`src/hw/rtl/scr_pkg.sv`:
```
// ----------------------------------------------------------------------------
// scr_pkg: shared types, constants and the sRGB curve table
// Widths, WCAG weights and the elaboration-time build of the 256-entry
// sRGB-to-linear table used by the contrast ratio pipeline.
// ----------------------------------------------------------------------------
package scr_pkg;

  localparam int LUMA_FRACTION_BITS  = 16;
  localparam int RATIO_FRACTION_BITS = 12;

  localparam int COLOUR_W = 24;
  localparam int CHAN_W   = 8;
  localparam int LUMA_W   = LUMA_FRACTION_BITS;
  localparam int CURVE_W  = LUMA_W + 1;
  localparam int RATIO_W  = RATIO_FRACTION_BITS + 5;

  localparam int LSUM_W       = LUMA_W + 14;
  localparam int LUMA_DIVISOR = 10000;
  localparam int RECIP_SHIFT  = LSUM_W + 14;
  localparam int RECIP_W      = RECIP_SHIFT - 13;
  localparam int PROD_W       = LSUM_W + RECIP_W;

  localparam longint unsigned RECIP_FULL =
    ((64'd1 << RECIP_SHIFT) + 64'(LUMA_DIVISOR) - 64'd1) / 64'(LUMA_DIVISOR);
  localparam logic [RECIP_W-1:0] RECIP_MULT = RECIP_W'(RECIP_FULL);

  localparam logic [LSUM_W-1:0] WEIGHT_RED   = LSUM_W'(2126);
  localparam logic [LSUM_W-1:0] WEIGHT_GREEN = LSUM_W'(7152);
  localparam logic [LSUM_W-1:0] WEIGHT_BLUE  = LSUM_W'(722);
  localparam logic [LSUM_W-1:0] LUMA_ROUND   = LSUM_W'(LUMA_DIVISOR / 2);
  localparam logic [LUMA_W-1:0] LUMA_MAX     = '1;

  localparam int DEN_W          = LUMA_W + 5;
  localparam int NUM_W          = LUMA_W + RATIO_FRACTION_BITS + 6;
  localparam int QUO_MIN_W      = RATIO_FRACTION_BITS + 6;
  localparam int DIV_STEP_BITS  = 3;
  localparam int DIV_STAGES     = (QUO_MIN_W + DIV_STEP_BITS - 1) / DIV_STEP_BITS;
  localparam int DIV_Q_W        = DIV_STAGES * DIV_STEP_BITS;

  localparam logic [DEN_W-1:0] CONTRAST_SCALE = DEN_W'(20);
  localparam logic [DEN_W-1:0] LUMA_ONE       = DEN_W'(2 ** LUMA_FRACTION_BITS);

  localparam logic [RATIO_W-1:0] RATIO_MIN = RATIO_W'(2 ** RATIO_FRACTION_BITS);
  localparam logic [RATIO_W-1:0] RATIO_MAX = RATIO_W'(21 * (2 ** RATIO_FRACTION_BITS));

  typedef struct packed {
    logic [LUMA_W-1:0] luma_a;
    logic [LUMA_W-1:0] luma_b;
  } luma_pair_t;

  typedef struct packed {
    logic [NUM_W-1:0] num;
    logic [DEN_W-1:0] den;
    luma_pair_t       luma;
    logic             first_lighter;
  } div_req_t;

  typedef struct packed {
    luma_pair_t         luma;
    logic [RATIO_W-1:0] ratio;
    logic               first_lighter;
  } result_t;

  localparam int WIDE_W       = 320;
  localparam int CURVE_DEN    = 10761;
  localparam int LINEAR_LIMIT = 10;
  localparam longint unsigned LINEAR_DIV = 64'd32946;

  typedef logic [WIDE_W-1:0] wide_t;
  typedef logic [255:0][CURVE_W-1:0] curve_table_t;

  // Linear segment uses round(c / (255 * 12.92)); the power segment finds
  // the largest y with (2y - 1)^5 * 10761^12 <= (40c + 561)^12 * 2^(5(F+1)).
  function automatic logic [CURVE_W-1:0] curve_entry(int unsigned c);
    wide_t den12;
    wide_t rhs;
    wide_t lhs;
    wide_t base;
    logic [CURVE_W:0] lo;
    logic [CURVE_W:0] hi;
    logic [CURVE_W:0] mid;
    logic [63:0] lin;
    den12 = wide_t'(1);
    for (int k = 0; k < 12; k++) begin
      den12 = den12 * wide_t'(CURVE_DEN);
    end
    if (c <= LINEAR_LIMIT) begin
      lin = ((64'(c) * 64'd10) << LUMA_FRACTION_BITS) + (LINEAR_DIV / 64'd2);
      return CURVE_W'(lin / LINEAR_DIV);
    end
    base = wide_t'(40 * c + 561);
    rhs = wide_t'(1);
    for (int k = 0; k < 12; k++) begin
      rhs = rhs * base;
    end
    rhs = rhs << (5 * (LUMA_FRACTION_BITS + 1));
    lo = (CURVE_W + 1)'(1);
    hi = ((CURVE_W + 1)'(1) << LUMA_FRACTION_BITS) + (CURVE_W + 1)'(1);
    for (int it = 0; it < CURVE_W + 1; it++) begin
      if (hi - lo > (CURVE_W + 1)'(1)) begin
        mid = lo + ((hi - lo) >> 1);
        lhs = den12;
        for (int k = 0; k < 5; k++) begin
          lhs = lhs * (wide_t'(mid) * wide_t'(2) - wide_t'(1));
        end
        if (lhs <= rhs) begin
          lo = mid;
        end else begin
          hi = mid;
        end
      end
    end
    return lo[CURVE_W-1:0];
  endfunction

  function automatic curve_table_t build_curve();
    curve_table_t t;
    for (int unsigned c = 0; c < 256; c++) begin
      t[c] = curve_entry(c);
    end
    return t;
  endfunction

  localparam curve_table_t CURVE = build_curve();

endpackage

```
`src/hw/rtl/scr_prep.sv`:
```
// ----------------------------------------------------------------------------
// scr_prep: ratio operand stage
// Orders the two luminances and forms the rounded numerator and the
// denominator of (lighter + 0.05) / (darker + 0.05) in fixed point.
// ----------------------------------------------------------------------------
module scr_prep
  import scr_pkg::*;
(
  input  logic       clk,
  input  logic       rst,
  input  logic       in_valid,
  output logic       in_ready,
  input  luma_pair_t in_luma,
  output logic       out_valid,
  input  logic       out_ready,
  output div_req_t   out_req
);

  logic              valid;
  div_req_t          req;
  div_req_t          req_next;
  logic              first;
  logic [LUMA_W-1:0] lum_hi;
  logic [LUMA_W-1:0] lum_lo;
  logic [DEN_W-1:0]  num_base;
  logic [DEN_W-1:0]  den;

  assign in_ready  = !valid || out_ready;
  assign out_valid = valid;
  assign out_req   = req;

  always_comb begin
    first    = in_luma.luma_a >= in_luma.luma_b;
    lum_hi   = first ? in_luma.luma_a : in_luma.luma_b;
    lum_lo   = first ? in_luma.luma_b : in_luma.luma_a;
    num_base = DEN_W'(lum_hi) * CONTRAST_SCALE + LUMA_ONE;
    den      = DEN_W'(lum_lo) * CONTRAST_SCALE + LUMA_ONE;
    req_next.num           = (NUM_W'(num_base) << RATIO_FRACTION_BITS) + NUM_W'(den >> 1);
    req_next.den           = den;
    req_next.luma          = in_luma;
    req_next.first_lighter = first;
  end

  always_ff @(posedge clk) begin
    if (rst) begin
      valid <= 1'b0;
    end else if (in_ready) begin
      valid <= in_valid;
    end
    if (in_ready) begin
      req <= req_next;
    end
  end

endmodule

```
`config.mk`:
```
export PLATFORM = sky130hd
export DESIGN_NAME = scr_prep
export DESIGN_NICKNAME = d
export VERILOG_FILES = /design/src/hw/rtl/scr_pkg.sv /design/src/hw/rtl/scr_prep.sv
export SDC_FILE = /design/constraint.sdc
export NUM_CORES = 1
export LEC_CHECK = 0
export ABC_AREA = 1
export BUFFER_PORTS_ARGS = -buffer_cell sky130_fd_sc_hd__buf_4
export CAP_MARGIN = 10
export CORE_ASPECT_RATIO = 1.1
export CORE_MARGIN = 5
export CORE_UTILIZATION = 30
export DETAILED_ROUTE_END_ITERATION = 8
export PLACE_DENSITY = 0.46
export SLEW_MARGIN = 25
export SYNTH_ARGS = -nofsm -noshare
export SYNTH_HDL_FRONTEND = slang
export SYNTH_SLANG_ARGS = --single-unit
```
`constraint.sdc`:
```
create_clock -name clk -period 10.75 [get_ports clk]
set_clock_uncertainty 0.15 [all_clocks]
set_input_delay 2.15 -clock clk [delete_from_list [all_inputs] [get_ports clk]]
set_output_delay 2.15 -clock clk [all_outputs]
set_load 0.03 [all_outputs]
```
==> results.json <==
{
  "clkPwrFrac_pct": 16.3,
  "slew_viol_final": 0,
  "grt_pass1_vias": 4703,
  "fin_nets": 897,
  "status": "finished clean",
  "cts_buffers": 9,
  "p_sw_share_pct": 46.38,
  "pre_cts_slack_ns": 2.630,
  "slew_headroom_pct": 33.11,
  "finalHoldViolations": 0,
  "die_h_um": 154.8,
  "avgSynthCellArea_um2": 8.582,
  "drt_iter0_drc": 182,
  "cts_hold_buf": 0,
  "ant_nets": 0,
  "antenna_found_initial": 1,
  "dieArea_mm2": 0.02192,
  "fin_crit_ns": 7.790,
  "finalSetupTns_ns": 0,
  "drive_above_1_share_pct": 21.17,
  "ys_seq_area_share_pct": 38.18,
  "required_ns": 10.69,
  "maxCapViolations": 0,
  "grt_max_degree": 75,
  "cts_setup_buffers": 0,
  "path_clk_slew_ns": 0.06,
  "cpLargestDelayFamily": "compound AO/OA/AOI/OAI gates",
  "pwr-share-seq_pct": 24.8,
  "cts_buffer_depth": 2,
  "fin_crit_sh_pct": 72.46,
  "cts-root-buf": "clkbuf_16",
  "gp_congestion": 0.7868,
  "synth.distinct_cells": 41,
  "grt_overflow": 0,
  "setup_viol": 0,
  "cp_num_buf_inv": 4,
  "globalRouteTotalUtil_pct": 13.36,
  "rsz0062_at_grt": "false",
  "vias_per_cell": 4.508,
  "synth_top_flop_cell": "edfxtp_1",
  "combPwrFrac_pct": 58.9,
  "drcViolationCount": 0,
  "io_pins": 126,
  "peakVddDrop_v": 0.0001301,
  "fin_ws_ns": 2.960,
  "critPathKind": "in2reg",
  "multi_input_area_mm2": 0.003063,
  "core_area_mm2": 0.01890,
  "dr.pass1.iters": 4,
  "crit_arrival_ns": 7.73,
  "fmax_mhz": 128.4,
  "async_flop_share_pct": 0,
  "rows": 53,
  "synth_cells": 666,
  "grt_pass1_wl_um": 23230,
  "synth_area_mm2": 0.005715,
  "slowest_stage": "nand2_2",
  "cts-resized-gates": 0,
  "crit_path_frequent_cell": "ha_1",
  "wl_um": 14450,
  "fill_cells": 1967,
  "antenna_cells": 0,
  "wl_per_cell_um": 14.01,
  "port_buffers": 122,
  "power.switching_uw": 873.4,
  "seqCellArea_mm2": 0.002182,
  "htree_levels": 3,
  "path_max_fanout": 65,
  "cp-end-kind": "register",
  "critPathLaunchType": "primary input",
  "cts_tree": "yes",
  "die_x_um": 141.6,
  "insertion_delay_ns": 0.34,
  "ys_warn_count": 0,
  "worst_pin_slew_ns": 1.003,
  "ys_ff_latch": 73,
  "p_int_mw": 1.010,
  "areaGrowthSynthToFinish_pct": 24.34,
  "hold_path_class": "reg2reg",
  "synth_edf_count": 72,
  "numClockSinks": 73,
  "powerDensity_mw_per_mm2": 265.0,
  "vias": 4648,
  "slowest_delay_ns": 0.58,
  "dp_hpwl_um": 11800,
  "leakage_nw": 3.492,
  "start_util_pct": 30.24
}
synthesized netlist by cell type, types with 5 or more instances:
library cell / number / share of area, %
clkbuf_1: 6 / 0.39
xor2_1: 17 / 2.6
a21oi_1: 44 / 3.9
nor2_1: 55 / 3.6
buf_4: 17 / 2.2
o21ai_0: 24 / 2.1
nand3_1: 26 / 2.3
nand2_1: 159 / 10
xnor2_1: 11 / 1.7
o21ai_1: 5 / 0.44
inv_1: 86 / 5.6
inv_2: 5 / 0.33
nand4_1: 13 / 1.4
ha_1: 79 / 17
edfxtp_1: 72 / 38
nand3_2: 8 / 1.4
layout make-up:
cell class / count / share of cell area [%]
multi-input cells: 482 / 43.10
well taps: 247 / 4.349
inverters: 91 / 4.806
clock inverters: 6 / 0.9331
flip-flops and latches: 73 / 30.70
repair buffers: 122 / 12.89
clock buffers: 10 / 3.222
kinds of logic (layout without fill, tap and decap cells):
group                    Yosys count  after routing  share of synthesized area (%)
AND/OR/NAND/NOR                  283            283                          22.55
other                              1              4                        0.06561
flip-flops                        73             73                          38.18
AO/OA/AOI/OAI                     85             85                          7.969
adder cells (fa/ha/maj)           82             82                          18.35
buffers and inverters            114            229                          8.603
XOR/XNOR                          28             28                          4.291
registers in the layout, indices dropped and copies added, names as in the netlist:
signal	flops
out_valid	1
out_req	72
layout by cell type, fill, tap and decap left out, types with 3 or more instances in the layout:
master / instances
inv_1: 86
o21ai_0: 24
fa_1: 3
nand4_1: 13
inv_2: 5
clkbuf_16: 9
o21bai_1: 3
nand3_2: 8
xnor2_1: 11
ha_1: 79
buf_4: 122
nand2_2: 5
a21oi_1: 44
nand2_1: 157
edfxtp_1: 72
a31oi_1: 4
o21ai_1: 5
nand3_1: 26
conb_1: 4
nand2_4: 3
xor2_1: 17
nor2_1: 55
power by group through the flow:
stage	logic (mW)	clock network, mW	registers (mW)
floorplan	0.662	0	0.637
global placement	1.12	0	0.472
detailed placement	1.12	0	0.472
CTS	1.13	0.317	0.469
global route	1.23	0.331	0.478
finish	1.11	0.306	0.467
per-layer routing:
layer  up-vias  GRT usage, %  share of wire [%]
met2        80         24.40                 50
li1       2438             -                  -
met3        15         2.845                3.8
met1      2113         15.60                 45
met5         -             0               0.14
met4         2         3.931                1.6
worst paths after layout:
kind	startpoint	to	slack [ns]	depth (start not counted)
worst min register to register	out_valid	out_valid	1.08	2
worst min-delay path	out_valid	out_valid	1.08	2
worst max register to register	out_valid	out_req[28]	9.12	1
worst max-delay path	in_luma[15]	out_req[78]	2.96	29
per-stage QoR:
| stage | hold slack (ns) | cells | total power [mW] | instance area [um2] | util [%] |
|---|---|---|---|---|---|
| 6_report | 1.084 | 1031 | 1.883 | 7107 | 37.60 |
| 2_1_floorplan | 2.069 | 669 | 1.300 | 5727 | - |
| 4_1_cts | 1.166 | 1031 | 1.913 | 7107 | 37.60 |
| 3_3_place_gp | 1.102 | 1015 | 1.595 | 6812 | 36.04 |
| 5_1_grt | 1.207 | 1031 | 2.042 | 7107 | 37.60 |
| 3_5_place_dp | 1.163 | 1015 | 1.591 | 6812 | 36.04 |
Power figures use the tool's default switching activity.
