==> src/hw/rtl/scr_pkg.sv <==
// ----------------------------------------------------------------------------
// scr_pkg: shared types, constants and the sRGB curve table
// Widths, WCAG weights and the elaboration-time build of the 256-entry
// sRGB-to-linear table used by the contrast ratio pipeline.
// ----------------------------------------------------------------------------
package scr_pkg;

  localparam int LUMA_FRACTION_BITS  = 16;
  localparam int RATIO_FRACTION_BITS = 12;

  localparam int COLOUR_W = 24;
  localparam int CHAN_W   = 8;
  localparam int LUMA_W   = LUMA_FRACTION_BITS;
  localparam int CURVE_W  = LUMA_W + 1;
  localparam int RATIO_W  = RATIO_FRACTION_BITS + 5;

  localparam int LSUM_W       = LUMA_W + 14;
  localparam int LUMA_DIVISOR = 10000;
  localparam int RECIP_SHIFT  = LSUM_W + 14;
  localparam int RECIP_W      = RECIP_SHIFT - 13;
  localparam int PROD_W       = LSUM_W + RECIP_W;

  localparam longint unsigned RECIP_FULL =
    ((64'd1 << RECIP_SHIFT) + 64'(LUMA_DIVISOR) - 64'd1) / 64'(LUMA_DIVISOR);
  localparam logic [RECIP_W-1:0] RECIP_MULT = RECIP_W'(RECIP_FULL);

  localparam logic [LSUM_W-1:0] WEIGHT_RED   = LSUM_W'(2126);
  localparam logic [LSUM_W-1:0] WEIGHT_GREEN = LSUM_W'(7152);
  localparam logic [LSUM_W-1:0] WEIGHT_BLUE  = LSUM_W'(722);
  localparam logic [LSUM_W-1:0] LUMA_ROUND   = LSUM_W'(LUMA_DIVISOR / 2);
  localparam logic [LUMA_W-1:0] LUMA_MAX     = '1;

  localparam int DEN_W          = LUMA_W + 5;
  localparam int NUM_W          = LUMA_W + RATIO_FRACTION_BITS + 6;
  localparam int QUO_MIN_W      = RATIO_FRACTION_BITS + 6;
  localparam int DIV_STEP_BITS  = 3;
  localparam int DIV_STAGES     = (QUO_MIN_W + DIV_STEP_BITS - 1) / DIV_STEP_BITS;
  localparam int DIV_Q_W        = DIV_STAGES * DIV_STEP_BITS;

  localparam logic [DEN_W-1:0] CONTRAST_SCALE = DEN_W'(20);
  localparam logic [DEN_W-1:0] LUMA_ONE       = DEN_W'(2 ** LUMA_FRACTION_BITS);

  localparam logic [RATIO_W-1:0] RATIO_MIN = RATIO_W'(2 ** RATIO_FRACTION_BITS);
  localparam logic [RATIO_W-1:0] RATIO_MAX = RATIO_W'(21 * (2 ** RATIO_FRACTION_BITS));

  typedef struct packed {
    logic [LUMA_W-1:0] luma_a;
    logic [LUMA_W-1:0] luma_b;
  } luma_pair_t;

  typedef struct packed {
    logic [NUM_W-1:0] num;
    logic [DEN_W-1:0] den;
    luma_pair_t       luma;
    logic             first_lighter;
  } div_req_t;

  typedef struct packed {
    luma_pair_t         luma;
    logic [RATIO_W-1:0] ratio;
    logic               first_lighter;
  } result_t;

  localparam int WIDE_W       = 320;
  localparam int CURVE_DEN    = 10761;
  localparam int LINEAR_LIMIT = 10;
  localparam longint unsigned LINEAR_DIV = 64'd32946;

  typedef logic [WIDE_W-1:0] wide_t;
  typedef logic [255:0][CURVE_W-1:0] curve_table_t;

  // Linear segment uses round(c / (255 * 12.92)); the power segment finds
  // the largest y with (2y - 1)^5 * 10761^12 <= (40c + 561)^12 * 2^(5(F+1)).
  function automatic logic [CURVE_W-1:0] curve_entry(int unsigned c);
    wide_t den12;
    wide_t rhs;
    wide_t lhs;
    wide_t base;
    logic [CURVE_W:0] lo;
    logic [CURVE_W:0] hi;
    logic [CURVE_W:0] mid;
    logic [63:0] lin;
    den12 = wide_t'(1);
    for (int k = 0; k < 12; k++) begin
      den12 = den12 * wide_t'(CURVE_DEN);
    end
    if (c <= LINEAR_LIMIT) begin
      lin = ((64'(c) * 64'd10) << LUMA_FRACTION_BITS) + (LINEAR_DIV / 64'd2);
      return CURVE_W'(lin / LINEAR_DIV);
    end
    base = wide_t'(40 * c + 561);
    rhs = wide_t'(1);
    for (int k = 0; k < 12; k++) begin
      rhs = rhs * base;
    end
    rhs = rhs << (5 * (LUMA_FRACTION_BITS + 1));
    lo = (CURVE_W + 1)'(1);
    hi = ((CURVE_W + 1)'(1) << LUMA_FRACTION_BITS) + (CURVE_W + 1)'(1);
    for (int it = 0; it < CURVE_W + 1; it++) begin
      if (hi - lo > (CURVE_W + 1)'(1)) begin
        mid = lo + ((hi - lo) >> 1);
        lhs = den12;
        for (int k = 0; k < 5; k++) begin
          lhs = lhs * (wide_t'(mid) * wide_t'(2) - wide_t'(1));
        end
        if (lhs <= rhs) begin
          lo = mid;
        end else begin
          hi = mid;
        end
      end
    end
    return lo[CURVE_W-1:0];
  endfunction

  function automatic curve_table_t build_curve();
    curve_table_t t;
    for (int unsigned c = 0; c < 256; c++) begin
      t[c] = curve_entry(c);
    end
    return t;
  endfunction

  localparam curve_table_t CURVE = build_curve();

endpackage

==> src/hw/rtl/scr_divider.sv <==
// ----------------------------------------------------------------------------
// scr_divider: pipelined restoring divider with range clamp
// Each stage resolves three quotient bits; a final register clamps the
// quotient to the contrast ratio range and holds the result.
// ----------------------------------------------------------------------------
module scr_divider
  import scr_pkg::*;
(
  input  logic     clk,
  input  logic     rst,
  input  logic     in_valid,
  output logic     in_ready,
  input  div_req_t in_req,
  output logic     out_valid,
  input  logic     out_ready,
  output result_t  out_result
);

  typedef struct packed {
    logic [DEN_W-1:0]   rem;
    logic [DIV_Q_W-1:0] nlo;
    logic [DIV_Q_W-1:0] quo;
    logic [DEN_W-1:0]   den;
    luma_pair_t         luma;
    logic               first_lighter;
  } div_stage_t;

  div_stage_t            head;
  div_stage_t            pipe [DIV_STAGES];
  logic [DIV_STAGES-1:0] valid;
  logic [DIV_STAGES-1:0] en;
  logic                  out_en;
  logic                  res_valid;
  result_t               result;
  logic [DIV_Q_W-1:0]    quo_last;
  logic [RATIO_W-1:0]    ratio_clamped;

  function automatic div_stage_t div_step(div_stage_t s);
    div_stage_t       o;
    logic [DEN_W:0]   t;
    logic [DEN_W-1:0] r;
    o = s;
    r = s.rem;
    for (int i = 0; i < DIV_STEP_BITS; i++) begin
      t = {r, o.nlo[DIV_Q_W-1]};
      o.nlo = o.nlo << 1;
      o.quo = o.quo << 1;
      if (t >= {1'b0, s.den}) begin
        t = t - {1'b0, s.den};
        o.quo[0] = 1'b1;
      end
      r = t[DEN_W-1:0];
    end
    o.rem = r;
    return o;
  endfunction

  always_comb begin
    head.rem           = DEN_W'(in_req.num >> DIV_Q_W);
    head.nlo           = in_req.num[DIV_Q_W-1:0];
    head.quo           = '0;
    head.den           = in_req.den;
    head.luma          = in_req.luma;
    head.first_lighter = in_req.first_lighter;
  end

  assign out_en   = !res_valid || out_ready;
  assign in_ready = en[0];

  for (genvar k = 0; k < DIV_STAGES; k++) begin : g_stage
    div_stage_t src;
    div_stage_t nxt;
    logic       src_valid;
    logic       down_en;
    if (k == 0) begin : g_head
      assign src       = head;
      assign src_valid = in_valid;
    end else begin : g_body
      assign src       = pipe[k-1];
      assign src_valid = valid[k-1];
    end
    if (k == DIV_STAGES - 1) begin : g_tail
      assign down_en = out_en;
    end else begin : g_mid
      assign down_en = en[k+1];
    end
    assign en[k] = !valid[k] || down_en;
    assign nxt   = div_step(src);
    always_ff @(posedge clk) begin
      if (rst) begin
        valid[k] <= 1'b0;
      end else if (en[k]) begin
        valid[k] <= src_valid;
      end
      if (en[k]) begin
        pipe[k] <= nxt;
      end
    end
  end

  always_comb begin
    quo_last = pipe[DIV_STAGES-1].quo;
    if (quo_last < DIV_Q_W'(RATIO_MIN)) begin
      ratio_clamped = RATIO_MIN;
    end else if (quo_last > DIV_Q_W'(RATIO_MAX)) begin
      ratio_clamped = RATIO_MAX;
    end else begin
      ratio_clamped = quo_last[RATIO_W-1:0];
    end
  end

  always_ff @(posedge clk) begin
    if (rst) begin
      res_valid <= 1'b0;
    end else if (out_en) begin
      res_valid <= valid[DIV_STAGES-1];
    end
    if (out_en) begin
      result.luma          <= pipe[DIV_STAGES-1].luma;
      result.ratio         <= ratio_clamped;
      result.first_lighter <= pipe[DIV_STAGES-1].first_lighter;
    end
  end

  assign out_valid  = res_valid;
  assign out_result = result;

endmodule

==> config.mk <==
export PLATFORM = sky130hd
export DESIGN_NAME = scr_divider
export DESIGN_NICKNAME = d
export VERILOG_FILES = /design/src/hw/rtl/scr_pkg.sv /design/src/hw/rtl/scr_divider.sv
export SDC_FILE = /design/constraint.sdc
export NUM_CORES = 2
export LEC_CHECK = 0
export ABC_CLOCK_PERIOD_IN_PS = 7700
export BUFFER_PORTS_ARGS = -buffer_cell sky130_fd_sc_hd__buf_2
export CAP_MARGIN = 20
export CORE_UTILIZATION = 35
export DETAILED_ROUTE_END_ITERATION = 8
export SKIP_LAST_GASP = 1
export SLEW_MARGIN = 40
export SYNTH_ARGS = -nofsm -noshare
export SYNTH_HDL_FRONTEND = slang
export SYNTH_SLANG_ARGS = --single-unit
==> constraint.sdc <==
create_clock -name clk -period 7.7 [get_ports clk]
set_input_delay 0.77 -clock clk [delete_from_list [all_inputs] [get_ports clk]]
set_output_delay 0.77 -clock clk [all_outputs]
set_load 0.1 [all_outputs]
==> impl_metrics.tcl <==
set metrics [dict create \
    die_y_um 334 \
    fin_crit_ns 8.00 \
    max_stage_delay_ns 0.45 \
    fp.dieW_um 334 \
    fin_util 0.478 \
    synth-seq-area-share 0.443 \
    cts_tree "done" \
    io_buffers 143 \
    finalWirelength_um 106000 \
    maxCapViolCount 0 \
    worst-setup-path-type "flip-flop to flip-flop" \
    antenna_found_initial 2 \
    synth.area.top_cells "edfxtp_1 (44%), ha_1 (12%), mux2_2 (5.6%), xnor2_1 (4.4%), a21oi_1 (3.5%)" \
    vias_per_cell 5.01 \
    wl_met3_um 3250 \
    startpoint_type "flip-flop" \
    start_util 0.354 \
    fin_worst_skew_ns 0.0526 \
    timing.fmax_ghz 0.125 \
    syn_area_um2 38600 \
    yosysWarningCount 0 \
    syn2layout_area_growth_pct 35.2 \
    wl_met2_um 51300 \
    synth_cell_types 90 \
    period_share 1.04 \
    clock-root-buffer "clkbuf_16" \
    rsz0062_at_grt "yes" \
    maxUsedRoutingLayer "met5" \
    slew_headroom 0.456 \
    drc 0 \
    n_fill_cell 9978 \
    synth_edf_count 566 \
    synth.avg_cell_area_um2 11.0 \
    syn-num-nets 3994 \
    cts_buffer_depth 3 \
    cts_hold_buf 0 \
    cts.sinks 573 \
    synth.most_common_cell "edfxtp_1" \
    grt_overflow 0 \
    setup_viol 42 \
    place_congestion 0.903 \
    synth_top_cell_by_area "edfxtp_1" \
    numCtsBuffers 60 \
    tns_ns -6.58 \
    clk_pin_slew_ns 0.06 \
    place_inst 5959 \
    end_kind "flip-flop" \
    hold_viol_final 0 \
    die_area_um2 112000 \
    drt-pass1-iter-count 5 \
    vias 30900 \
    violations "setup timing" \
    drv_slew 0 \
    ys_top_cells_by_count "edfxtp_1 (566), ha_1 (374), a21oi_1 (272)" \
    rows 121 \
    nets 5132 \
    worstPathRequired_ns 8.07 \
    dp_hpwl_um 84300 \
    synthCells 3511 \
    core-area_um2 109000 \
    cpMostUsedCell "buf_4" \
    critPathSlowestCell "edfxtp_1" \
    wl_per_cell_um 17.2 \
    min_path_type "input pin to flip-flop" \
    io-pin-count 144 \
    async_reset_ff_frac 0 \
    tightest_slew_ns 0.816 \
    grt_pass1_vias 30600 \
    fin_ws_ns -0.297 \
    synth_flop_cell "edfxtp_1" \
    wl_met1_um 48700 \
    synth_top_area_share 0.440 \
    htree_num_levels 2 \
    fin_cells 6178 \
    grt_pass1_wl_um 164000 \
    final_layout_size_suffix_gt1_frac 0.357 \
    cp.arrival_ns 8.37 \
    ant_nets 0 \
    ys_ff_latch 573 \
    status "complete, but fails checks" \
    worstPathMaxFanout 6 \
    grt_max_degree 81 \
    clk_latency_ns 0.67 \
    drt_iter0_markers 1643 \
    grt_usage 0.185 \
]
[cell usage in the layout (no fill, tap or decap), types with 38 or more instances in the layout]
cell	count
nand2b_1	38
inv_1	234
nor2_1	191
o21bai_1	41
a21o_1	133
nand4_1	51
clkbuf_16	66
o21a_1	64
o21ai_0	149
xnor2_1	196
mux2_2	160
edfxtp_1	566
buf_4	948
xor2_1	82
buf_2	143
nand3_1	43
mux2_4	53
ha_1	332
a21oi_1	246
nand2_1	185
nor3_1	58
[worst max-delay path, delay by kind of cell, from the launching register on]
family                     cells  cell delay (ns)
buffers and inverters         12             1.67
adders and majority gates      4             1.05
and+or+nand+nor                2             0.61
AOI/OAI and AO/OA             19             3.27
DFF                            1             0.45
muxes                          2             0.65
[sequential cells by signal, summed over array words and instances (netlist names)]
signal	cells
out_valid	1
pipe	516
valid	1
g_stage.src_valid	5
out_result	50
[metal layers]
metal | vias to the layer above | global-route usage
met5 | - | 0
met4 | 4 | 0.0566
met3 | 158 | 0.0162
met2 | 532 | 0.323
met1 | 14700 | 0.240
li1 | 15500 | -
[cells by family (layout without fill, tap and decap cells)]
family	Yosys count	in the layout	synth area share
compound gates	959	959	0.164
xor+xnor	278	278	0.0630
fa+ha+maj	391	391	0.130
buf+inv	309	1499	0.0315
flops	573	573	0.443
mux	242	242	0.0715
other cells	0	1	0
simple gates	759	759	0.0966
[worst paths after layout]
kind	startpoint	endpoint	slack, ns	depth (start not counted)
setup / recovery	pipe[1][86]$_DFFE_PP_	pipe[2][107]$_DFFE_PP_	-0.30	39
hold / removal	in_req[30]	pipe[0][30]$_DFFE_PP_	0.27	1
setup reg to reg	pipe[1][86]$_DFFE_PP_	pipe[2][107]$_DFFE_PP_	-0.30	39
hold reg to reg	pipe[3][2]$_DFFE_PP_	pipe[4][2]$_DFFE_PP_	0.38	0
[timing repair]
action / in CTS / in global routing
resized for setup: 102 / 191
cloned: 7 / 7
buffers inserted: 49 / 49
pin swaps: 47 / 97
endpoints found under the setup margin: 88 / 109
[metrics by stage]
| step | instance area, um^2 | setup slack (ns) | hold WS, ns |
|---|---|---|---|
| after floorplan | 38800 | 0.00701 | 0.400 |
| after global placement | 47900 | -0.523 | 0.400 |
| after detailed placement | 47900 | -0.593 | 0.405 |
| after CTS | 50800 | -0.275 | 0.219 |
| after global routing | 52200 | -0.593 | 0.232 |
| final | 52200 | -0.297 | 0.268 |
[cell type report]
| class | instances | area [um^2] | area share |
|---|---|---|---|
| well taps | 1476 | 1850 | 0.0354 |
| flip-flops and latches | 573 | 17100 | 0.328 |
| diodes | 1 | 2.50 | 0.0000479 |
| inverters | 251 | 961 | 0.0184 |
| repair buffers | 1133 | 8600 | 0.165 |
| clock buffers | 78 | 1640 | 0.0314 |
| clock inverters | 36 | 378 | 0.00723 |
| repair inverters | 1 | 6.26 | 0.000120 |
| multi-input cells | 2629 | 21700 | 0.415 |
Power is not shown: default switching activity piles up to over one toggle a cycle in this logic, so the estimate is an artifact.
